--- src/rtl/rph_pkg.sv ---
// Package for the radar projection histogram: payload structs, command and
// state codes, and default sizes. No dependencies.
package rph_pkg;

  localparam int FRAME_SIDE_DEF  = 256;
  localparam int QUEUE_DEPTH_DEF = 4;
  // Widest bin index over the supported frame sides (1024 x 1024 bins).
  localparam int MAX_IDX_W       = 20;

  typedef enum logic [1:0] {
    FUNC_ACC   = 2'd0,
    FUNC_READ  = 2'd1,
    FUNC_CLEAR = 2'd2
  } func_t;

  typedef enum logic [1:0] {
    OP_ACC,
    OP_READ,
    OP_CLEAR
  } op_t;

  typedef struct packed {
    logic [1:0]  func;
    logic [15:0] left_coord;
    logic [15:0] right_coord;
    logic [15:0] depth;
    logic [15:0] weight;
    logic [15:0] read_addr;
  } rph_in_t;

  typedef struct packed {
    logic [31:0] bin_value;
    logic [31:0] frame_max;
  } rph_out_t;

  // One queued command for the back end.
  typedef struct packed {
    op_t                  op;
    logic                 l_hit;
    logic                 r_hit;
    logic [MAX_IDX_W-1:0] l_idx;
    logic [MAX_IDX_W-1:0] r_idx;
    logic [15:0]          weight;
    logic                 rd_ok;
    logic [MAX_IDX_W-1:0] rd_idx;
  } rph_cmd_t;

  typedef struct packed {
    logic full;
    logic empty;
  } rph_q_status_t;

  typedef enum logic [2:0] {
    BK_CLEAR,
    BK_IDLE,
    BK_L_RD,
    BK_L_WR,
    BK_R_RD,
    BK_R_WR,
    BK_RD_RD,
    BK_RESP
  } back_state_t;

endpackage

--- src/rtl/rph_queue.sv ---
// Short command queue between front and back end.
// Depends on rph_pkg.
module rph_queue import rph_pkg::*; #(
  parameter int DEPTH = QUEUE_DEPTH_DEF
) (
  input  logic          clk,
  input  logic          rst,
  input  logic          push,
  input  rph_cmd_t      push_data,
  input  logic          pop,
  output rph_cmd_t      head,
  output rph_q_status_t status
);

  localparam int PTR_W = $clog2(DEPTH);
  localparam int CNT_W = $clog2(DEPTH + 1);

  rph_cmd_t         slots [DEPTH];
  logic [PTR_W-1:0] wr_ptr;
  logic [PTR_W-1:0] rd_ptr;
  logic [CNT_W-1:0] count;

  assign head         = slots[rd_ptr];
  assign status.full  = (count == CNT_W'(DEPTH));
  assign status.empty = (count == '0);

  always_ff @(posedge clk) begin
    if (rst) begin
      wr_ptr <= '0;
      rd_ptr <= '0;
      count  <= '0;
    end else begin
      if (push) begin
        wr_ptr <= (wr_ptr == PTR_W'(DEPTH - 1)) ? '0 : wr_ptr + 1'b1;
      end
      if (pop) begin
        rd_ptr <= (rd_ptr == PTR_W'(DEPTH - 1)) ? '0 : rd_ptr + 1'b1;
      end
      if (push && !pop) begin
        count <= count + 1'b1;
      end else if (pop && !push) begin
        count <= count - 1'b1;
      end
    end
    if (push) begin
      slots[wr_ptr] <= push_data;
    end
  end

  a_push_fills: assert property (@(posedge clk) disable iff (rst)
    (push && !pop) |=> !status.empty)
    else $error("queue empty after a push");

endmodule

--- config.mk ---
export PLATFORM = sky130hd
export DESIGN_NAME = rph_queue
export DESIGN_NICKNAME = d
export VERILOG_FILES = /design/src/rtl/rph_pkg.sv /design/src/rtl/rph_queue.sv
export SDC_FILE = /design/constraint.sdc
export NUM_CORES = 1
export LEC_CHECK = 0
export BUFFER_PORTS_ARGS = -buffer_cell sky130_fd_sc_hd__buf_2
export CAP_MARGIN = 15
export CORE_ASPECT_RATIO = 0.75
export CORE_MARGIN = 4
export CORE_UTILIZATION = 61
export CTS_CLUSTER_DIAMETER = 40
export DETAILED_ROUTE_END_ITERATION = 12
export PLACE_DENSITY = 0.86
export SLEW_MARGIN = 10
export SYNTH_ARGS = -nofsm -noshare
export SYNTH_HDL_FRONTEND = slang
export SYNTH_SLANG_ARGS = --single-unit
--- constraint.sdc ---
create_clock -name clk -period 6.22 [get_ports clk]
set_input_delay 0.311 -clock clk [delete_from_list [all_inputs] [get_ports clk]]
set_output_delay 0.311 -clock clk [all_outputs]
set_load 0.05 [all_outputs]
==> impl_metrics.csv <==
group,metric,value,unit
outcome,status,"finished clean",
floorplan,die_area,0.02237,mm2
floorplan,rows,44,
drt,vias,5787,
critical_path,critical-path-top-delay-family,"flip-flops",
synth,ys_ff_latch,333,
drt,drc,0,
synth,yosys_warnings,0,
grt,grt_overflow_total,0,
drt,post_drt_wl_per_cell,23.28,um
timing,hold_viol,0,
synth,postSynthAreaPerCell,26.14,um2
grt,antenna_found_initial,1,
timing,fmax,288.4,MHz
critical_path,path_cells,"buf_4, mux4_2, buf_2",
critical_path,cp_slowest_cell,"dfxtp_4",
timing,setup_viol,0,
critical_path,path_buf_inv,2,
timing,fin_crit_sh,0.5574,
run,drv_cap,0,
min_path,hold_class,"input port to register",
layout,seq_area,0.009917,mm2
timing,rsz0062_at_grt,"false",
layout,syn2layout_area_growth,22.52,%
synth,synth_top_cell_by_area,"edfxtp_1",
placement,place.detailed.hpwl,13690,um
clock_network,clkTransAtPathRegs,60,ps
timing,setup_tns,0,ps
critical_path,reg2reg_depth,3,
floorplan,die_width,171.4,um
timing,setup_ws,2753,ps
clock_network,tritoncts,"done",
placement,place_ws,3219,ps
clock_network,htreeDepth,1,
clock_network,cts_resized,0,
clock_network,clk_latency,540,ps
clock_network,cts_max_path_buffers,3,
grt,grt_pass1_wl,35780,um
synth,syn_inst,467,
drt,firstDrtPassIters,5,
timing,worst_pin_slew,979.8,ps
floorplan,io_pins,168,
placement,port_buffers,167,
critical_path,required,5910,ps
placement,place_congestion,0.7059,
layout,nets,820,
synth,synthArstFlopShare,0,
clock_network,cts.sinks,333,
timing,maxSlewHeadroom,0.3468,
pwr,power_leakage,5.113,nW
synth,synth_top_area_share,0.7969,
synth,synth_nets,559,
grt,grt_pass1_vias,6143,
pwr,max-vdd-ir-drop,0.3362,mV
timing,fin_crit,3467,ps
grt,grt.total_usage,0.2134,
critical_path,worstSetupPathType,"register to output port",
floorplan,start_util,0.6265,
synth,synth_common_cells,"edfxtp_1 (324), mux4_2 (81), dfxtp_1 (9)",
grt,grt_max_degree,49,
critical_path,max_stage_delay,990,ps
synth,yosys.cell_count.top_type,"edfxtp_1",
drt,wirelength,23420,um
drt,avgViaCountPerCell,5.752,
layout,drive_gt1_frac,0.4069,
drt,postRouteAntennaNets,0,
synth,synth-edff-count,324,
synth,yosys.cell_types.count,19,
critical_path,end_kind,"output port",
critical_path,worstPathArrival,3160,ps
layout,nFillCells,1009,
pwr,p_per_area,342.7,mW/mm2
synth,synth.area.top_cells,"edfxtp_1 (80%), mux4_2 (15%), dfxtp_1 (1.5%), buf_12 (1.3%), ha_1 (0.61%)",
clock_network,root_buffer,"clkbuf_16",
synth,synth_area,0.01221,mm2
synth,ys_seq_area_frac,0.8116,
floorplan,core_area,0.01949,mm2
timing,fin_skew,17.76,ps
floorplan,chipHeight,130.5,um
critical_path,cp.depth,3,
timing,slew_violations,0,
min_path,min_path_cells,1,
synth,ys.flop_type,"edfxtp_1",
clock_network,numCtsBuffers,31,
layout,multi_input_area,0.002079,mm2
drt,drt_iter0_markers,684,
critical_path,cp-start-kind,"register",
critical_path,cp_max_fo,48,
==> state kept, by name, summed over array words and instances, names as in the netlist, named ones only <==
name / cells
slots: 324
rd_ptr: 2
wr_ptr: 2
count: 3
==> kinds of logic (layout without fill, tap and decap cells) <==
family                     Yosys count  count (layout)  share of synthesized area
and+or+nand+nor                     15              15                   0.006353
other                                0               1                          0
xor gates and xnor gates             2               2                   0.001435
adders and majority gates            7               7                   0.007788
buffers and inverters               22             307                    0.01886
AOI/OAI and AO/OA                    3               3                   0.001229
muxes                               85              85                     0.1527
DFF                                333             333                     0.8116
==> per-layer routing <==
metal  part of all wire  vias up  GRT usage
li1                   -     2533          -
met1               0.41     2949     0.3073
met2               0.50      268     0.3532
met3              0.066       37    0.04000
met4              0.022        0    0.04937
met5                  0        -          0
==> worst register-to-register path, stage by stage, from the launching register on <==
cell and delay (ps):
dfxtp_1 400, ha_1 200, and2_4 500, buf_4 690
==> cells in the final DEF (no fill, tap or decap) <==
cell type / n
buf_2: 167
o21ai_0: 1
nor2_1: 7
clkinvlp_4: 4
diode_2: 1
clkbuf_1: 4
or3_1: 1
dlygate4sd3_1: 73
a21oi_1: 2
xor2_1: 2
ha_1: 6
bufinv_16: 4
mux4_2: 81
nor3_1: 1
and2_4: 4
edfxtp_1: 324
fa_1: 1
mux2i_1: 4
buf_4: 6
clkinv_4: 4
clkbuf_16: 31
dfxtp_1: 7
clkinv_1: 7
clkinv_2: 3
nor3b_1: 2
inv_1: 4
dfxtp_4: 2
==> worst paths after layout <==
check,slack (ps),startpoint,end
min,20,push_data[80],slots[3][80]
max reg2reg,4020,wr_ptr[1],slots[3][68]
min reg2reg,530,count[2],count[2]
max,2750,register,head[25]
==> per-stage QoR <==
step	area, um2	instances	util	hold WS, ps	power, mW
after global routing	14960	1006	0.7676	1.590	5.313
after CTS	14940	1003	0.7664	0.2130	5.156
after global placement	13210	875	0.6778	476.0	3.263
final	14960	1006	0.7676	21.63	5.127
after floorplan	12210	467	-	380.1	3.127
after detailed placement	13210	875	0.6778	501.9	3.286
==> area by class of cell <==
type                            count  share of cell area
Sequential cell                   333              0.6629
Multi-Input combinational cell    112              0.1390
Timing Repair Buffer              246              0.1077
Clock buffer                       35             0.05286
Tap cell                          253             0.02116
Clock inverter                     22             0.01514
Inverter                            4            0.001004
Antenna cell                        1           0.0001673
==> what timing repair did <==
action	in CTS	in global routing
setup buffers	0	0
hold buffers	71	2
endpoints found under the hold margin	280	7
==> power by group <==
part | internal, mW | switching, mW | leakage [nW]
registers | 2.57 | 0.0486 | 3.05
clock network | 1.08 | 0.774 | 0.483
logic | 0.212 | 0.441 | 1.58
(Power assumes the default switching activity.)
