<file path="config.mk">
export PLATFORM = sky130hd
export DESIGN_NAME = rph_back
export DESIGN_NICKNAME = d
export VERILOG_FILES = /design/src/rtl/rph_pkg.sv /design/src/rtl/rph_back.sv
export SDC_FILE = /design/constraint.sdc
export NUM_CORES = 1
export LEC_CHECK = 0
export BUFFER_PORTS_ARGS = -buffer_cell sky130_fd_sc_hd__buf_2
export CAP_MARGIN = 5
export CORE_AREA = 2 2 151 211
export DETAILED_ROUTE_END_ITERATION = 7
export DIE_AREA = 0 0 153 213
export HOLD_SLACK_MARGIN = 0.08
export PLACE_DENSITY = 0.61
export RECOVER_POWER = 25
export SETUP_SLACK_MARGIN = 0.5
export SLEW_MARGIN = 30
export SYNTH_ARGS = -nofsm -noshare
export SYNTH_HDL_FRONTEND = slang
export SYNTH_SLANG_ARGS = --single-unit
export TNS_END_PERCENT = 50
</file>
<file path="constraint.sdc">
create_clock -name clk -period 10.14 [get_ports clk]
set_input_delay 1.014 -clock clk [delete_from_list [all_inputs] [get_ports clk]]
set_output_delay 1.014 -clock clk [all_outputs]
set_load 0.005 [all_outputs]
</file>
<file path="src/rtl/rph_pkg.sv">
// Package for the radar projection histogram: payload structs, command and
// state codes, and default sizes. No dependencies.
package rph_pkg;

  localparam int FRAME_SIDE_DEF  = 256;
  localparam int QUEUE_DEPTH_DEF = 4;
  // Widest bin index over the supported frame sides (1024 x 1024 bins).
  localparam int MAX_IDX_W       = 20;

  typedef enum logic [1:0] {
    FUNC_ACC   = 2'd0,
    FUNC_READ  = 2'd1,
    FUNC_CLEAR = 2'd2
  } func_t;

  typedef enum logic [1:0] {
    OP_ACC,
    OP_READ,
    OP_CLEAR
  } op_t;

  typedef struct packed {
    logic [1:0]  func;
    logic [15:0] left_coord;
    logic [15:0] right_coord;
    logic [15:0] depth;
    logic [15:0] weight;
    logic [15:0] read_addr;
  } rph_in_t;

  typedef struct packed {
    logic [31:0] bin_value;
    logic [31:0] frame_max;
  } rph_out_t;

  // One queued command for the back end.
  typedef struct packed {
    op_t                  op;
    logic                 l_hit;
    logic                 r_hit;
    logic [MAX_IDX_W-1:0] l_idx;
    logic [MAX_IDX_W-1:0] r_idx;
    logic [15:0]          weight;
    logic                 rd_ok;
    logic [MAX_IDX_W-1:0] rd_idx;
  } rph_cmd_t;

  typedef struct packed {
    logic full;
    logic empty;
  } rph_q_status_t;

  typedef enum logic [2:0] {
    BK_CLEAR,
    BK_IDLE,
    BK_L_RD,
    BK_L_WR,
    BK_R_RD,
    BK_R_WR,
    BK_RD_RD,
    BK_RESP
  } back_state_t;

endpackage

</file>
<file path="src/rtl/rph_back.sv">
// Back end: read-modify-write of the bin RAM, peak tracking, clear sweep
// and result register. Depends on rph_pkg; drives an rph_ram instance.
module rph_back import rph_pkg::*; #(
  parameter int FRAME_SIDE = FRAME_SIDE_DEF,
  localparam int IDX_W = $clog2(FRAME_SIDE * FRAME_SIDE)
) (
  input  logic             clk,
  input  logic             rst,
  input  rph_q_status_t    q_stat,
  input  rph_cmd_t         q_head,
  output logic             q_pop,
  output logic             clearing,
  output logic             ram_we,
  output logic [IDX_W-1:0] ram_waddr,
  output logic [31:0]      ram_wdata,
  output logic             ram_re,
  output logic [IDX_W-1:0] ram_raddr,
  input  logic [31:0]      ram_rdata,
  output rph_out_t         result,
  output logic             result_valid,
  input  logic             result_ready
);

  localparam logic [IDX_W-1:0] BIN_LAST = IDX_W'(FRAME_SIDE * FRAME_SIDE - 1);

  back_state_t      state;
  back_state_t      state_next;
  rph_cmd_t         cur;
  logic [IDX_W-1:0] clr_cnt;
  logic [31:0]      peak;
  logic [32:0]      sum;
  logic [31:0]      sat_sum;
  logic             out_load;
  logic             upd;

  assign sum     = {1'b0, ram_rdata} + 33'(cur.weight);
  assign sat_sum = sum[32] ? 32'hFFFF_FFFF : sum[31:0];

  // next state
  always_comb begin
    state_next = state;
    unique case (state)
      BK_CLEAR: begin
        if (clr_cnt == BIN_LAST) state_next = BK_IDLE;
      end
      BK_IDLE: begin
        if (!q_stat.empty) begin
          unique case (q_head.op)
            OP_ACC:   state_next = q_head.l_hit ? BK_L_RD : BK_R_RD;
            OP_READ:  state_next = BK_RD_RD;
            OP_CLEAR: state_next = BK_CLEAR;
            default:  state_next = BK_IDLE;
          endcase
        end
      end
      BK_L_RD:  state_next = BK_L_WR;
      BK_L_WR:  state_next = cur.r_hit ? BK_R_RD : BK_IDLE;
      BK_R_RD:  state_next = BK_R_WR;
      BK_R_WR:  state_next = BK_IDLE;
      BK_RD_RD: state_next = BK_RESP;
      BK_RESP: begin
        if (!result_valid || result_ready) state_next = BK_IDLE;
      end
      default:  state_next = BK_IDLE;
    endcase
  end

  // outputs
  always_comb begin
    q_pop     = 1'b0;
    clearing  = 1'b0;
    ram_we    = 1'b0;
    ram_waddr = clr_cnt;
    ram_wdata = '0;
    ram_re    = 1'b0;
    ram_raddr = cur.l_idx[IDX_W-1:0];
    out_load  = 1'b0;
    upd       = 1'b0;
    unique case (state)
      BK_CLEAR: begin
        clearing = 1'b1;
        ram_we   = 1'b1;
      end
      BK_IDLE: begin
        q_pop = !q_stat.empty;
      end
      BK_L_RD: begin
        ram_re = 1'b1;
      end
      BK_L_WR: begin
        ram_we    = 1'b1;
        ram_waddr = cur.l_idx[IDX_W-1:0];
        ram_wdata = sat_sum;
        upd       = 1'b1;
      end
      BK_R_RD: begin
        ram_re    = 1'b1;
        ram_raddr = cur.r_idx[IDX_W-1:0];
      end
      BK_R_WR: begin
        ram_we    = 1'b1;
        ram_waddr = cur.r_idx[IDX_W-1:0];
        ram_wdata = sat_sum;
        upd       = 1'b1;
      end
      BK_RD_RD: begin
        ram_re    = cur.rd_ok;
        ram_raddr = cur.rd_idx[IDX_W-1:0];
      end
      BK_RESP: begin
        out_load = !result_valid || result_ready;
      end
      default: begin
        q_pop = 1'b0;
      end
    endcase
  end

  always_ff @(posedge clk) begin
    if (rst) begin
      state        <= BK_CLEAR;
      clr_cnt      <= '0;
      peak         <= '0;
      result_valid <= 1'b0;
    end else begin
      state   <= state_next;
      clr_cnt <= (state == BK_CLEAR) ? clr_cnt + 1'b1 : '0;
      if (state == BK_CLEAR) begin
        peak <= '0;
      end else if (upd && (sat_sum > peak)) begin
        peak <= sat_sum;
      end
      if (out_load) begin
        result_valid <= 1'b1;
      end else if (result_ready) begin
        result_valid <= 1'b0;
      end
    end
    if (q_pop) begin
      cur <= q_head;
    end
    if (out_load) begin
      // ram_rdata still holds the word fetched in BK_RD_RD
      result.bin_value <= cur.rd_ok ? ram_rdata : 32'd0;
      result.frame_max <= peak;
    end
  end

  a_peak_rises: assert property (@(posedge clk) disable iff (rst)
    ($past(state) != BK_CLEAR) |-> (peak >= $past(peak)))
    else $error("peak dropped outside a clear");

  a_wr_after_rd: assert property (@(posedge clk) disable iff (rst)
    (state == BK_L_WR || state == BK_R_WR) |->
      ($past(state) == BK_L_RD || $past(state) == BK_R_RD))
    else $error("bin write without a preceding read");

  a_result_source: assert property (@(posedge clk) disable iff (rst)
    $rose(result_valid) |-> ($past(state) == BK_RESP))
    else $error("result raised outside the response state");

endmodule

</file>
==> flow_summary.ini <==
[timing]
fin_crit_sh_pct = 60.0
period_minus_slack_ns = 6.09
finalHoldWorstSlack_ns = 0.462
setup_repair_after_global_routing_missed_its_margin = false
clock-skew-final_ns = 0.0113
fmaxAchievable_mhz = 164
setup_tns_ns = 0
finalWorstSetupSlack_ns = 4.05
drv_slew = 0
final-setup-viol-count = 0
slew_headroom_pct = 38.6
max_slew.worst_pin.slew_ns = 0.920
timing.final.hold_violations = 0

[yosys]
synth_seq_area_share_pct = 54.5
synth-edff-count = 130
synth_seq_cells = 182
most_frequent_cell_after_synthesis = sky130_fd_sc_hd__edfxtp_1
yosys_most_used_dff = sky130_fd_sc_hd__edfxtp_1
mappedNetlistArea_sq_um = 9080
synth_fp_nets = 1033
ys_top_cells_by_area = sky130_fd_sc_hd__edfxtp_1 43%, sky130_fd_sc_hd__dfxtp_1 11%, sky130_fd_sc_hd__ha_1 6.8%, sky130_fd_sc_hd__nor2_1 4.2%, sky130_fd_sc_hd__a21oi_1 3.3%
synthesis.yosys.warnings = 0
synth.avg_cell_area_sq_um = 10.5
synth_top_area_share_pct = 43.0
post-synth-top-area-cell = sky130_fd_sc_hd__edfxtp_1
synthesis.instances = 865
synth.lib_cells_used.distinct = 63
commonest_cells_in_the_synthesized_netlist = 130 x sky130_fd_sc_hd__edfxtp_1, 101 x sky130_fd_sc_hd__nor2_1, 71 x sky130_fd_sc_hd__nand2_1
ys_async_sr_fraction_pct = 0

[run_status]
status = complete, no violations

[worst_setup_path]
cp.arrival_ns = 6.45
critical_path_fanout_max = 33
max_stage_delay_ns = 0.67
worst_r2r_endpoint = peak[25]
start_kind = input pin
critical-path-slowest-cell = sky130_fd_sc_hd__a22o_1
cpLargestDelayFamily = compound AO/OA/AOI/OAI gates
crit_path_end_kind = register
r2r_start = cur[21]
reg2regPathDepth = 17
worstPathBufferInverterCount = 3
crit_required_ns = 10.51
timing.critical_path.cells = buf_2 -> ha_1 -> fa_1 -> a211oi_1 -> o211ai_2 -> a211oi_2 -> or4_4 -> nand2_1 -> mux2i_1 -> inv_1 -> ha_1 -> nand4_1 -> nor4_1 -> and2_1 -> a22o_1 -> buf_4 -> nand2_1 -> o22ai_1
criticalPathCategory = in -> reg
rrSetupSlack_ns = 4.35

[hold_path]
min_path_cells = 0
hold_path_class = reg -> reg
min_to = result[2]
hold_path_startpoint = peak[2]

[floorplan]
die_span_in_y_um = 213
core-area_sq_um = 30700
fp-row-count = 76
die_area_sq_um = 32600
initial_util_pct = 29.6
die_width_um = 153
io_pins = 251

[finish]
antenna-diode-count = 0
nNetsFinal = 1256
n_fill_cell = 3103
non_filler_instance_count_after_layout = 1491
flow.area_growth_from_synthesis_pct = 23.3
share_of_layout_cells_above_drive_strength_1_pct = 27.0

[global_route]
grt_overflow_total = 0
combined_global_route_utilization_of_all_metal_layers_pct = 15.5
global_route_wire_length_before_repair_um = 38800
number_of_antenna_violations_at_the_first_check_in_global_routing = 0
grt_pass1_vias = 7097
grt_start_max_net_pins = 68

[routing]
final_routed_wirelength_across_all_metal_layers_um = 24800
post_detailed_route_via_to_cell_ratio = 4.73
ant_nets = 0
detail_route.iter0.violations = 345
drc = 0
drtPass1Iterations = 6
vias = 7052
wl_per_cell_um = 16.6

[clock_network]
cts_sinks = 182
cts_buffers = 17
clkLatencyLatePin_ns = 0.45
htreeDepth = 4
post-cts-setup-buffer-count = 0
clockRootBuffer = sky130_fd_sc_hd__clkbuf_16
tritoncts = yes
cts_max_path_buffers = 2
cts_repair_resize_count = 0
clkSlewWorstSetupHoldPaths_ns = 0.07
post_cts_hold_buffer_count = 0

[pwr]
power_density_nw_per_um2 = 139
power_leakage_nw = 4.38
power.total_mw = 1.56
worst_ir_drop_vdd_uv = 111

[job]
max_cap_violations = 0

[place]
dp_hpwl_um = 19000
gp_congestion = 0.865
pre_cts_ws_ns = 3.66
portBuffers = 237
placed_cells_incl_taps = 1459
[cells in the final DEF (no fill, tap or decap), types with 11 or more instances in the layout]
cell type,synthesis,layout
sky130_fd_sc_hd__edfxtp_1,130,130
sky130_fd_sc_hd__nor2_1,101,100
sky130_fd_sc_hd__dfxtp_1,52,52
sky130_fd_sc_hd__nand4_1,17,17
sky130_fd_sc_hd__nand2_1,71,71
sky130_fd_sc_hd__and2_1,40,34
sky130_fd_sc_hd__o21ai_0,42,42
sky130_fd_sc_hd__inv_1,61,61
sky130_fd_sc_hd__clkbuf_16,0,17
sky130_fd_sc_hd__a21oi_1,59,59
sky130_fd_sc_hd__xor2_1,23,23
sky130_fd_sc_hd__mux2i_1,25,25
sky130_fd_sc_hd__buf_2,9,236
sky130_fd_sc_hd__o22ai_1,23,23
sky130_fd_sc_hd__a211oi_1,11,11
sky130_fd_sc_hd__nand3_1,17,17
sky130_fd_sc_hd__ha_1,49,49
[where the power goes]
part | internal, mW | switching (mW)
clock network | 0.344 | 0.305
registers | 0.792 | 0.00108
logic | 0.0488 | 0.0679
total | 1.19 | 0.374
[area by class of cell]
cell class,instances,area [sq um],area share (%)
clock buffer,17,425,3.80
sequential,182,4940,44.2
timing repair buffer,244,1240,11.1
tap,390,488,4.36
inverter,61,229,2.05
multi-input combinational,582,3720,33.2
clock inverter,15,144,1.29
[logic make-up after synthesis]
| kind of cell | synth area share, % |
|---|---|
| and+or+nand+nor | 15.3 |
| AOI/OAI and AO/OA | 12.8 |
| DFF | 54.5 |
| buffers and inverters | 4.66 |
| adders and majority gates | 6.98 |
| xor gates and xnor gates | 3.09 |
| muxes | 2.76 |
[per-layer routing]
layer / global-route usage [%] / vias to the layer above / wire (um) / part of all wire [%]
met2: 28.8 / 244 / 12800 / 51
met3: 5.38 / 22 / 1860 / 7.5
li1: - / 3529 / - / -
met4: 4.02 / 0 / 363 / 1.5
met1: 16.7 / 3257 / 9810 / 40
met5: 0 / - / 0 / 0
[state kept, by name (all words and copies together), names as in the netlist]
signal        cells
result           64
clr_cnt          16
cur              66
peak             32
state             3
result_valid      1
[how the worst max path moves through the flow]
stage,startpoint,end,depth (start not counted)
final,ram_rdata[0],peak[25],18
after floorplan,ram_rdata[0],peak[12],20
after global placement,ram_rdata[0],peak[29],18
after CTS,ram_rdata[0],peak[31],18
after global routing,ram_rdata[0],peak[31],18
after detailed placement,ram_rdata[0],peak[31],18
[metrics by stage]
step	instance area, sq um	utilization, %
final	11200	36.4
after global routing	11200	36.4
after CTS	11200	36.4
after detailed placement	10600	34.6
after global placement	10600	34.6
after floorplan	9080	-
No activity file was read; power rests on OpenSTA's default activity.
